## config.mk

```make
export PLATFORM = sky130hd
export DESIGN_NAME = sha256_byte_stream_hasher
export DESIGN_NICKNAME = d
export VERILOG_FILES = /design/src/sha256_pkg.sv /design/src/sha256_datapath.sv /design/src/sha256_ctrl.sv /design/src/sha256_byte_stream_hasher.sv
export SDC_FILE = /design/constraint.sdc
export NUM_CORES = 2
export LEC_CHECK = 0
export BUFFER_PORTS_ARGS = -buffer_cell sky130_fd_sc_hd__buf_2
export CAP_MARGIN = 0
export CORE_MARGIN = 1
export CORE_UTILIZATION = 60
export DETAILED_ROUTE_END_ITERATION = 8
export GPL_TIMING_DRIVEN = 0
export MAX_ROUTING_LAYER = met4
export PLACE_DENSITY = 0.83
export SLEW_MARGIN = 20
export SYNTH_ARGS = -nofsm -noshare
export SYNTH_HDL_FRONTEND = slang
export SYNTH_SLANG_ARGS = --single-unit
```

## constraint.sdc

```tcl
create_clock -name clk -period 27.8 [get_ports clk]
set_input_delay 1.39 -clock clk [delete_from_list [all_inputs] [get_ports clk]]
set_output_delay 1.39 -clock clk [all_outputs]
set_load 0.02 [all_outputs]
```

## src/sha256_pkg.sv

```systemverilog
`timescale 1ns / 1ps
// ----------------------------------------------------------------------------
// SHA-256 byte hasher package
// Payload types, round constants and the SHA-256 word functions.
// ----------------------------------------------------------------------------
package sha256_pkg;

  typedef struct packed {
    logic [7:0] data_byte;
    logic       byte_valid;
    logic       end_of_message;
  } sha_in_t;

  typedef struct packed {
    logic [31:0] digest_word;
    logic [2:0]  word_index;
    logic        last_word;
  } sha_out_t;

  // Source of a block byte written into the buffer.
  typedef enum logic [1:0] {
    BSRC_DATA = 2'd0,
    BSRC_PAD  = 2'd1,
    BSRC_ZERO = 2'd2,
    BSRC_LEN  = 2'd3
  } sha_bsrc_t;

  // Controller to datapath commands.
  typedef struct packed {
    logic      buf_wr;      // write one byte into the block buffer
    sha_bsrc_t buf_src;
    logic      cnt_clr;     // clear the byte total (new message)
    logic      cnt_inc;     // count one message byte
    logic      comp_start;  // load working vars from chain
    logic      round_en;    // run one round
    logic      comp_end;    // fold working vars into chain
    logic      chain_init;  // restore the initial hash
    logic      out_load;    // load digest word into output register
  } sha_cmd_t;

  // Datapath to controller status.
  typedef struct packed {
    logic [5:0] fill;
    logic [5:0] round;
    logic       out_busy;
    logic       out_taken;
    logic [2:0] out_idx;
  } sha_sts_t;

  localparam logic [7:0] PAD_BYTE = 8'h80;

  localparam logic [31:0] IV [8] = '{
    32'h6a09e667, 32'hbb67ae85, 32'h3c6ef372, 32'ha54ff53a,
    32'h510e527f, 32'h9b05688c, 32'h1f83d9ab, 32'h5be0cd19
  };

  localparam logic [31:0] ROUND_K [64] = '{
    32'h428a2f98, 32'h71374491, 32'hb5c0fbcf, 32'he9b5dba5,
    32'h3956c25b, 32'h59f111f1, 32'h923f82a4, 32'hab1c5ed5,
    32'hd807aa98, 32'h12835b01, 32'h243185be, 32'h550c7dc3,
    32'h72be5d74, 32'h80deb1fe, 32'h9bdc06a7, 32'hc19bf174,
    32'he49b69c1, 32'hefbe4786, 32'h0fc19dc6, 32'h240ca1cc,
    32'h2de92c6f, 32'h4a7484aa, 32'h5cb0a9dc, 32'h76f988da,
    32'h983e5152, 32'ha831c66d, 32'hb00327c8, 32'hbf597fc7,
    32'hc6e00bf3, 32'hd5a79147, 32'h06ca6351, 32'h14292967,
    32'h27b70a85, 32'h2e1b2138, 32'h4d2c6dfc, 32'h53380d13,
    32'h650a7354, 32'h766a0abb, 32'h81c2c92e, 32'h92722c85,
    32'ha2bfe8a1, 32'ha81a664b, 32'hc24b8b70, 32'hc76c51a3,
    32'hd192e819, 32'hd6990624, 32'hf40e3585, 32'h106aa070,
    32'h19a4c116, 32'h1e376c08, 32'h2748774c, 32'h34b0bcb5,
    32'h391c0cb3, 32'h4ed8aa4a, 32'h5b9cca4f, 32'h682e6ff3,
    32'h748f82ee, 32'h78a5636f, 32'h84c87814, 32'h8cc70208,
    32'h90befffa, 32'ha4506ceb, 32'hbef9a3f7, 32'hc67178f2
  };

  function automatic logic [31:0] big_s0(input logic [31:0] x);
    big_s0 = {x[1:0], x[31:2]} ^ {x[12:0], x[31:13]} ^ {x[21:0], x[31:22]};
  endfunction

  function automatic logic [31:0] big_s1(input logic [31:0] x);
    big_s1 = {x[5:0], x[31:6]} ^ {x[10:0], x[31:11]} ^ {x[24:0], x[31:25]};
  endfunction

  function automatic logic [31:0] small_s0(input logic [31:0] x);
    small_s0 = {x[6:0], x[31:7]} ^ {x[17:0], x[31:18]} ^ {3'b000, x[31:3]};
  endfunction

  function automatic logic [31:0] small_s1(input logic [31:0] x);
    small_s1 = {x[16:0], x[31:17]} ^ {x[18:0], x[31:19]} ^ {10'b0, x[31:10]};
  endfunction

endpackage

```

## src/sha256_datapath.sv

```systemverilog
`timescale 1ns / 1ps
// ----------------------------------------------------------------------------
// SHA-256 datapath
// Block buffer, byte total, schedule window, round unit, chain and output reg.
// ----------------------------------------------------------------------------
module sha256_datapath import sha256_pkg::*; (
  input  logic     clk,
  input  logic     rst_n,
  input  logic [7:0] in_byte,
  input  sha_cmd_t cmd,
  output sha_sts_t sts,
  input  logic     out_stall,
  output logic     out_valid,
  output sha_out_t out_data
);

  // Block buffer kept as 16 big-endian words; bytes land by lane.
  logic [31:0] buf_mem [16];
  logic [5:0]  fill_r;
  logic [60:0] total_r;
  logic [5:0]  round_r;
  logic [31:0] win_r [16];
  logic [31:0] wv_r [8];
  logic [31:0] chain_r [8];
  logic [2:0]  oidx_r;
  logic        ovalid_r;
  sha_out_t    odata_r;

  logic [7:0]  wr_byte;
  logic [63:0] bit_len;
  logic [2:0]  len_sel;
  logic [31:0] w_buf, w_sched, w_cur, t1, t2;

  assign bit_len = {total_r, 3'b000};
  assign len_sel = fill_r[2:0];

  always_comb begin
    unique case (cmd.buf_src)
      BSRC_DATA: wr_byte = in_byte;
      BSRC_PAD:  wr_byte = PAD_BYTE;
      BSRC_ZERO: wr_byte = 8'h00;
      BSRC_LEN:  wr_byte = bit_len[(7 - len_sel) * 8 +: 8];
      default:   wr_byte = 8'h00;
    endcase
  end

  // Message word for the first 16 rounds.
  assign w_buf = buf_mem[round_r[3:0]];
  assign w_sched = small_s1(win_r[14]) + win_r[9] + small_s0(win_r[1]) + win_r[0];
  assign w_cur = round_r[5:4] == 2'd0 ? w_buf : w_sched;
  assign t1 = wv_r[7] + big_s1(wv_r[4]) + ((wv_r[4] & wv_r[5]) ^ (~wv_r[4] & wv_r[6]))
              + ROUND_K[round_r] + w_cur;
  assign t2 = big_s0(wv_r[0]) + ((wv_r[0] & wv_r[1]) ^ (wv_r[0] & wv_r[2])
              ^ (wv_r[1] & wv_r[2]));

  always_ff @(posedge clk) begin
    if (cmd.buf_wr) buf_mem[fill_r[5:2]][(3 - fill_r[1:0]) * 8 +: 8] <= wr_byte;
    if (cmd.comp_start) begin
      for (int i = 0; i < 8; i++) wv_r[i] <= chain_r[i];
    end else if (cmd.round_en) begin
      wv_r[0] <= t1 + t2;
      wv_r[1] <= wv_r[0];
      wv_r[2] <= wv_r[1];
      wv_r[3] <= wv_r[2];
      wv_r[4] <= wv_r[3] + t1;
      wv_r[5] <= wv_r[4];
      wv_r[6] <= wv_r[5];
      wv_r[7] <= wv_r[6];
      // Window shifts: win_r[15] holds the newest word.
      for (int i = 0; i < 15; i++) win_r[i] <= win_r[i + 1];
      win_r[15] <= w_cur;
    end
    if (cmd.out_load) odata_r <= '{digest_word: chain_r[oidx_r], word_index: oidx_r,
                                   last_word: oidx_r == 3'd7};
  end

  always_ff @(posedge clk) begin
    if (!rst_n) begin
      fill_r <= '0;
      total_r <= '0;
      round_r <= '0;
      oidx_r <= '0;
      ovalid_r <= 1'b0;
      for (int i = 0; i < 8; i++) chain_r[i] <= IV[i];
    end else begin
      if (cmd.buf_wr) fill_r <= fill_r + 6'd1;
      if (cmd.cnt_clr) total_r <= '0;
      else if (cmd.cnt_inc) total_r <= total_r + 61'd1;
      if (cmd.comp_start) round_r <= '0;
      else if (cmd.round_en) round_r <= round_r + 6'd1;
      if (cmd.chain_init) begin
        for (int i = 0; i < 8; i++) chain_r[i] <= IV[i];
      end else if (cmd.comp_end) begin
        for (int i = 0; i < 8; i++) chain_r[i] <= chain_r[i] + wv_r[i];
      end
      if (cmd.out_load) begin
        ovalid_r <= 1'b1;
        oidx_r <= oidx_r + 3'd1;
      end else if (ovalid_r && !out_stall) begin
        ovalid_r <= 1'b0;
      end
    end
  end

  assign sts = '{fill: fill_r, round: round_r, out_busy: ovalid_r,
                 out_taken: ovalid_r && !out_stall, out_idx: oidx_r};
  assign out_valid = ovalid_r;
  assign out_data = odata_r;

endmodule

```

## src/sha256_ctrl.sv

```systemverilog
`timescale 1ns / 1ps
// ----------------------------------------------------------------------------
// SHA-256 controller
// Sequences byte loads, padding, compressions and digest output.
// ----------------------------------------------------------------------------
module sha256_ctrl import sha256_pkg::*; (
  input  logic     clk,
  input  logic     rst_n,
  input  logic     in_valid,
  input  sha_in_t  in_data,
  output logic     in_stall,
  input  sha_sts_t sts,
  output sha_cmd_t cmd
);

  typedef enum logic [2:0] {
    S_IDLE, S_START, S_ROUND, S_FOLD, S_PAD, S_LEN, S_OUT
  } state_t;

  state_t state_r, state_nxt;
  logic   final_r, final_nxt;     // padding pending after this compression
  logic   padded_r, padded_nxt;   // the 0x80 has been placed
  logic   lendone_r, lendone_nxt; // length bytes written, last block in flight
  logic   acc;

  assign in_stall = state_r != S_IDLE;
  assign acc = in_valid && state_r == S_IDLE;

  always_comb begin
    state_nxt = state_r;
    final_nxt = final_r;
    padded_nxt = padded_r;
    lendone_nxt = lendone_r;
    cmd = '0;
    cmd.buf_src = BSRC_DATA;
    unique case (state_r)
      S_IDLE: begin
        if (acc) begin
          if (in_data.byte_valid) begin
            cmd.buf_wr = 1'b1;
            cmd.cnt_inc = 1'b1;
          end
          final_nxt = in_data.end_of_message;
          padded_nxt = 1'b0;
          lendone_nxt = 1'b0;
          if (in_data.byte_valid && sts.fill == 6'd63) state_nxt = S_START;
          else if (in_data.end_of_message) state_nxt = S_PAD;
        end
      end
      S_START: begin
        cmd.comp_start = 1'b1;
        state_nxt = S_ROUND;
      end
      S_ROUND: begin
        cmd.round_en = 1'b1;
        if (sts.round == 6'd63) state_nxt = S_FOLD;
      end
      S_FOLD: begin
        cmd.comp_end = 1'b1;
        if (!final_r) state_nxt = S_IDLE;
        else if (lendone_r) state_nxt = S_OUT;  // digest ready next cycle
        else state_nxt = S_PAD;
      end
      S_PAD: begin
        cmd.buf_wr = 1'b1;
        if (!padded_r) begin
          cmd.buf_src = BSRC_PAD;
          padded_nxt = 1'b1;
        end else begin
          cmd.buf_src = BSRC_ZERO;
        end
        if (sts.fill == 6'd63) state_nxt = S_START;
        else if (sts.fill == 6'd55) state_nxt = S_LEN;
      end
      S_LEN: begin
        cmd.buf_wr = 1'b1;
        cmd.buf_src = BSRC_LEN;
        if (sts.fill == 6'd63) begin
          state_nxt = S_START;
          lendone_nxt = 1'b1;
        end
      end
      S_OUT: begin
        if (!sts.out_busy || sts.out_taken) begin
          cmd.out_load = 1'b1;
          if (sts.out_idx == 3'd7) begin
            state_nxt = S_IDLE;
            cmd.chain_init = 1'b1;
            cmd.cnt_clr = 1'b1;
            final_nxt = 1'b0;
          end
        end
      end
      default: state_nxt = S_IDLE;
    endcase
  end

  always_ff @(posedge clk) begin
    if (!rst_n) begin
      state_r <= S_IDLE;
      final_r <= 1'b0;
      padded_r <= 1'b0;
      lendone_r <= 1'b0;
    end else begin
      state_r <= state_nxt;
      final_r <= final_nxt;
      padded_r <= padded_nxt;
      lendone_r <= lendone_nxt;
    end
  end

endmodule

```

## src/sha256_byte_stream_hasher.sv

```systemverilog
`timescale 1ns / 1ps
// ----------------------------------------------------------------------------
// SHA-256 byte stream hasher
// Top level: controller plus datapath.
// ----------------------------------------------------------------------------
// Hashes a message fed one word (byte) per handshake; an end_of_message word,
// with or without a byte, pads the message and yields eight 32-bit digest
// words, index 0 first, last_word on index 7. A byte that fills a 64-byte
// block starts a compression (load, 64 rounds, fold) in the single round
// unit, and no new byte is taken until that block is folded in. Ending a
// message costs the padding byte writes (one per cycle up to the block end),
// one or two compressions, then eight output words. The input is stalled
// whenever the block is working; the digest leaves through an output
// register and the block returns to idle after the eighth word is loaded.
// ----------------------------------------------------------------------------
module sha256_byte_stream_hasher import sha256_pkg::*; (
  input  logic     clk,
  input  logic     rst_n,
  input  logic     in_valid,
  input  sha_in_t  in_data,
  output logic     in_stall,
  output logic     out_valid,
  output sha_out_t out_data,
  input  logic     out_stall
);

  sha_cmd_t cmd;
  sha_sts_t sts;

  sha256_ctrl u_ctrl (
    .clk, .rst_n, .in_valid, .in_data, .in_stall, .sts, .cmd
  );

  sha256_datapath u_dp (
    .clk, .rst_n, .in_byte(in_data.data_byte), .cmd, .sts,
    .out_stall, .out_valid, .out_data
  );

endmodule

```

=== After elaboration in Yosys (flattened, before gate mapping) ===
Memories as Yosys holds them, arrays and structs flattened. A register that Yosys moved wholly into a read port is not among the register bits.
Cells that the tools add are included.

* Register bits after elaboration: 87
* Bits in read-only memories: 2048
* Memories: 5
* Input bits: 14
* Word-level logic and storage cells: 210
* Output and inout bits: 38
* RAM bits: 1536

* Add/sub/neg operators: 25
* Order comparisons: 1
* Bitwise operators: 43
* Muxes and demuxes: 81
* Reduce and logical (&&, ||, !) cells: 21
* Equality and inequality tests: 20
* Shift-type cells: 3

{| class="wikitable"
|+ Memory list
! name !! words !! bits a word !! read ports !! clocked after memory_dff !! wr ports !! RTL line !! RTL
|-
| (no name shown) || 64 || 32 || 1 || 0 || 0 || sha256_datapath.sv:52 || <nowiki>+ ROUND_K[round_r] + w_cur;</nowiki>
|-
| u_dp.buf_mem || 16 || 32 || 1 || 1 || 1 || sha256_datapath.sv:18 || <nowiki>logic [31:0] buf_mem [16];</nowiki>
|-
| u_dp.win_r || 16 || 32 || 16 || 0 || 16 || sha256_datapath.sv:22 || <nowiki>logic [31:0] win_r [16];</nowiki>
|-
| u_dp.chain_r || 8 || 32 || 9 || 1 || 8 || sha256_datapath.sv:24 || <nowiki>logic [31:0] chain_r [8];</nowiki>
|-
| u_dp.wv_r || 8 || 32 || 8 || 0 || 8 || sha256_datapath.sv:23 || <nowiki>logic [31:0] wv_r [8];</nowiki>
|}

{| class="wikitable"
|+ Operator list
! operator !! count
|-
| $mux 32 || 28
|-
| $add 32x32->32 || 18
|-
| $xor 32x32->32 || 9
|-
| $and 32x32->32 || 5
|-
| $shiftx 64x33->8 || 1
|-
| $add 61x1->61 const B || 1
|-
| $neg 32->34 || 1
|-
| $shift 8x34->32 const A || 1
|-
| $shiftx 8x34->32 || 1
|-
| $not 32->32 || 1
|-
| $pmux 8 s4 || 1
|-
| $xor 32x22->32 || 1
|-
| $xor 32x29->32 || 1
|-
| $mux 1 || 30
|-
| $mux 3 || 10
|-
| $or 1x1->1 || 24
|-
| $pmux 3 s7 || 1
|-
| $eq 6x6->1 const B || 3
|-
| $add 6x1->6 const B || 2
|-
| $eq 3x3->1 const B || 4
|-
| $ne 2x1->1 const B || 5
|-
| $mux 2 || 4
|-
| $mux 4 || 2
|-
| $pmux 1 s2 || 4
|-
| other kinds (25) || 36
|}

=== Depth between registers and ports, before layout ===
* Depth in word-level cells: 10
* Mapped depth: 45
* Gate-level depth less buffers: 45

=== Cells and area by module ===
A second synthesis with hierarchy kept.

* Cell total of the unflattened synthesis: 7196
* Area total of the unflattened synthesis: 89757.3 µm²

{| class="wikitable"
|+ By module, submodules not included
! module !! times used !! area each (µm²) !! cells each !! sequential area each (µm²)
|-
| sha256_datapath || 1 || 89204.3 || 7119 || 48506.5
|-
| sha256_ctrl || 1 || 553.0 || 77 || 120.1
|}

=== Worst setup path after synthesis ===
No wires, ideal clock.

* Path kind: reg2reg
* From: register u_ctrl.state_r[1]
* To: memory u_dp.wv_r[0][0] (enable)
* Arrival time: 18.541 ns
* Cell stages (with the launch flop): 4
* Data required time: 26.573 ns
* Library setup time: 1.227 ns
* Buffers on the path: 1
* Period minus slack after synthesis: 19.768 ns
* Slack: 8.032 ns
* Cell sequence: dfxtp_1 > clkbuf_1 > nand2b_1 > o21ai_0

{| class="wikitable"
|+ RTL lines
! item !! RTL line !! RTL
|-
| start: declaration || sha256_ctrl.sv:20 || <nowiki>state_t state_r, state_nxt;</nowiki>
|-
| start signal: assignment || sha256_ctrl.sv:105 || <nowiki>state_r <= state_nxt;</nowiki>
|-
| end: declaration || sha256_datapath.sv:23 ||
|}

==> impl_metrics.env <==
export IMPL_status="finished with violations"
export IMPL_violations="DRC"
export IMPL_critical_path_maximum_fanout=10
export IMPL_clkTransAtPathRegs_ns=0.06
export IMPL_ys_top_cells_by_area="sky130_fd_sc_hd__edfxtp_1 52%, sky130_fd_sc_hd__mux4_2 6.1%, sky130_fd_sc_hd__ha_1 5.7%"
export IMPL_dp_hpwl_mm=221
export IMPL_postSynthCellCount=7146
export IMPL_place_inst=9167
export IMPL_filler_cell_count=10400
export IMPL_synthDominantCellAreaShare_pct=51.7
export IMPL_cts_hold_fix_buffers=0
export IMPL_drc_errors=194
export IMPL_numClockSinks=1659
export IMPL_detailedRoute_firstIterationViolations=9343
export IMPL_cp_common_cell="sky130_fd_sc_hd__a21oi_1"
export IMPL_vias=63700
export IMPL_category_of_the_worst_setup_path_launch_point="register"
export IMPL_layout_nets=8029
export IMPL_synth_edf_count=1540
export IMPL_ys_warn_count=0
export IMPL_max_slew_margin_pct=9.70
export IMPL_mappedNetlistArea_um2=89500
export IMPL_hold_path_startpoint="u_dp.win_r[1][124]"
export IMPL_timing_critical_path_max_delay_family="compound AO/OA/AOI/OAI gates"
export IMPL_cts_htree_levels=4
export IMPL_largest_family_of_logic_cells_by_synthesized_area="adder cells"
export IMPL_synth_flop_cell="sky130_fd_sc_hd__edfxtp_1"
export IMPL_fin_worst_skew_ns=0.0861
export IMPL_design_portCount=52
export IMPL_finish_cell_count_without_fillers=9493
export IMPL_area_grow_syn2layout_pct=10.4
export IMPL_path_buf_inv=8
export IMPL_pin_count_of_the_biggest_net_entering_global_routing=62
export IMPL_post_synth_cell_area_avg_um2=12.5
export IMPL_dieWidth_um=388
export IMPL_post_synth_and_or_nand_nor_area_fraction_pct=9.21
export IMPL_synth_xor_xnor_area_share_pct=6.11
export IMPL_drive_above_1_share_pct=10.3
export IMPL_synth_compound_area_share_pct=9.24
export IMPL_route_met3_wl_mm=40.4
export IMPL_clockRootBuffer="sky130_fd_sc_hd__clkbuf_16"
export IMPL_grt_antenna_before_repair=25
export IMPL_max_freq_ghz=0.0776
export IMPL_synthDominantAreaCellType="sky130_fd_sc_hd__edfxtp_1"
export IMPL_total_of_flip_flops_plus_latches_after_synthesis=1659
export IMPL_postRouteAntennaNets=0
export IMPL_max_stage_delay_ns=0.83
export IMPL_yosys_top_cells_count="1540 x sky130_fd_sc_hd__edfxtp_1, 854 x sky130_fd_sc_hd__nand2_1, 503 x sky130_fd_sc_hd__nor2_1"
export IMPL_postCtsResizedCells=0
export IMPL_rsz_0062_raised_after_global_routing="no"
export IMPL_synth_fa_ha_area_share_pct=10.3
export IMPL_route_met2_wl_mm=131
export IMPL_grt_first_pass_wirelength_mm=428
export IMPL_reg_to_reg_start="u_dp.round_r[1]"
export IMPL_synth_seq_area_share_pct=54.3
export IMPL_wl_mm=301
export IMPL_final_max_slew_violation_count=0
export IMPL_routed_top_layer="met4"
export IMPL_timing_final_hold_violations=0
export IMPL_final_period_minus_worst_setup_slack_ns=12.89
export IMPL_clk_insertion_delay_late_ns=0.87
export IMPL_gr_usage_all_layers_pct=41.0
export IMPL_initial_core_util_pct=60.6
export IMPL_dieArea_um2=151000
export IMPL_postSynth_asyncResetShare_pct=0
export IMPL_synth_most_common_cell="sky130_fd_sc_hd__edfxtp_1"
export IMPL_post_route_period_util_pct=46.4
export IMPL_clk_path_buf_depth=3
export IMPL_chipHeight_um=388
export IMPL_maxCapViolCount=0
export IMPL_kind_of_end_point_of_the_critical_path="register"
export IMPL_worst_ep_arrival_time_ns=13.46
export IMPL_worst_ep_required_time_ns=28.37
export IMPL_first_pass_iteration_count_of_the_detailed_router=9
export IMPL_coreArea_um2=148000
export IMPL_min_path_type="reg -> reg"
export IMPL_slowest_stage="sky130_fd_sc_hd__xor2_1"
export IMPL_grt_overflow=0
export IMPL_postSynthNetCount=7766
export IMPL_cts_made_buffers=169
export IMPL_post_synth_mux_area_share_pct=8.03
export IMPL_cts_setup_buffers=0
export IMPL_crit_type="reg -> reg"
export IMPL_ys_types=97
export IMPL_core_rowCount=141
export IMPL_first_global_vias=61000
export IMPL_tightest_pin_transition_ns=1.35
export IMPL_crit_path_start="u_dp.round_r[1]"
export IMPL_post_drt_via_cell_ratio=6.71
export IMPL_buffer_ports_inserted=50
export IMPL_cts_tree="done"
export IMPL_report_final_setup_viol=0
export IMPL_routabilityCongestion=1.07
export IMPL_wire_per_inst_um=31.7
export IMPL_detail_route_wirelength_met1_mm=112
## layout make-up
| cell class | instances | area, um^2 | area share [%] |
|---|---|---|---|
| multi-input combinational | 4828 | 38500 | 38.9 |
| antenna | 16 | 40.0 | 0.0405 |
| clock inverter | 92 | 1140 | 1.15 |
| clock buffer | 217 | 4430 | 4.48 |
| sequential | 1659 | 48600 | 49.2 |
| inverter | 357 | 1340 | 1.36 |
| tap | 1930 | 2410 | 2.44 |
| timing repair buffer | 92 | 1230 | 1.25 |
| buffer | 302 | 1170 | 1.19 |
## final timing paths
check,slack [ns],depth (start not counted),to
worst max-delay path,14.91,42,u_dp.wv_r[0][31]
worst min-delay path,0.35,0,u_dp.win_r[1][92]
worst max register to register,14.91,42,u_dp.wv_r[0][31]
worst min register to register,0.35,0,u_dp.win_r[1][92]
## metrics by stage
step                instance area, um^2  hold WS, ns  TNS [ns]  setup WS [ns]  utilization [%]
detailed placement                93200        0.405         0          15.56             63.1
floorplan                         89500        0.400         0           8.03                -
finish                            98900        0.353         0          14.91             66.9
global placement                  92200        0.400   -558.51          -2.23             62.4
global route                      98900        0.352         0          14.74             66.9
CTS                               98800        0.346         0          15.53             66.8
## state kept, by name, summed over array words and instances (netlist names), named ones only
signal / cells
u_dp.out_data: 36
u_ctrl.state_r: 3
u_ctrl.final_r: 1
u_dp.total_r: 61
u_dp.buf_mem: 512
u_ctrl.padded_r: 1
u_ctrl.lendone_r: 1
u_dp.wv_r: 256
u_dp.round_r: 6
u_dp.fill_r: 6
u_dp.chain_r: 256
u_dp.out_valid: 1
u_dp.win_r: 512
u_dp.oidx_r: 3
## cells in the final DEF, fill, tap and decap left out, types with 41 or more instances in the layout
cell / n
sky130_fd_sc_hd__nand2b_1: 66
sky130_fd_sc_hd__o211ai_1: 41
sky130_fd_sc_hd__fa_1: 197
sky130_fd_sc_hd__o21ai_0: 300
sky130_fd_sc_hd__clkbuf_16: 169
sky130_fd_sc_hd__o21a_1: 79
sky130_fd_sc_hd__buf_2: 58
sky130_fd_sc_hd__edfxtp_1: 1540
sky130_fd_sc_hd__a21oi_1: 365
sky130_fd_sc_hd__nor3_1: 90
sky130_fd_sc_hd__nand3_1: 102
sky130_fd_sc_hd__and3_1: 43
sky130_fd_sc_hd__dfxtp_1: 119
sky130_fd_sc_hd__xnor2_1: 388
sky130_fd_sc_hd__mux4_2: 242
sky130_fd_sc_hd__mux2_2: 116
sky130_fd_sc_hd__nand2_1: 851
sky130_fd_sc_hd__inv_1: 355
sky130_fd_sc_hd__xor2_1: 234
sky130_fd_sc_hd__clkbuf_1: 271
sky130_fd_sc_hd__nor2_1: 498
sky130_fd_sc_hd__nor2b_1: 56
sky130_fd_sc_hd__a21o_1: 166
sky130_fd_sc_hd__a211oi_1: 50
sky130_fd_sc_hd__ha_1: 409
sky130_fd_sc_hd__mux2i_1: 43
sky130_fd_sc_hd__buf_1: 46
## routing by layer
| layer | track usage (%) | vias up |
|---|---|---|
| met1 | 53.7 | 31300 |
| li1 | - | 26700 |
| met5 | - | - |
| met3 | 12.3 | 914 |
| met4 | 18.9 | 0 |
| met2 | 59.0 | 4782 |
## logic make-up after synthesis
family,count (synthesis)
buf+inv,659
simple gates,1883
xor+xnor,624
fa+ha+maj,624
mux,401
compound gates,1296
flops,1659
Power is not shown: default switching activity piles up to over one toggle a cycle in this logic, so the estimate is an artifact.
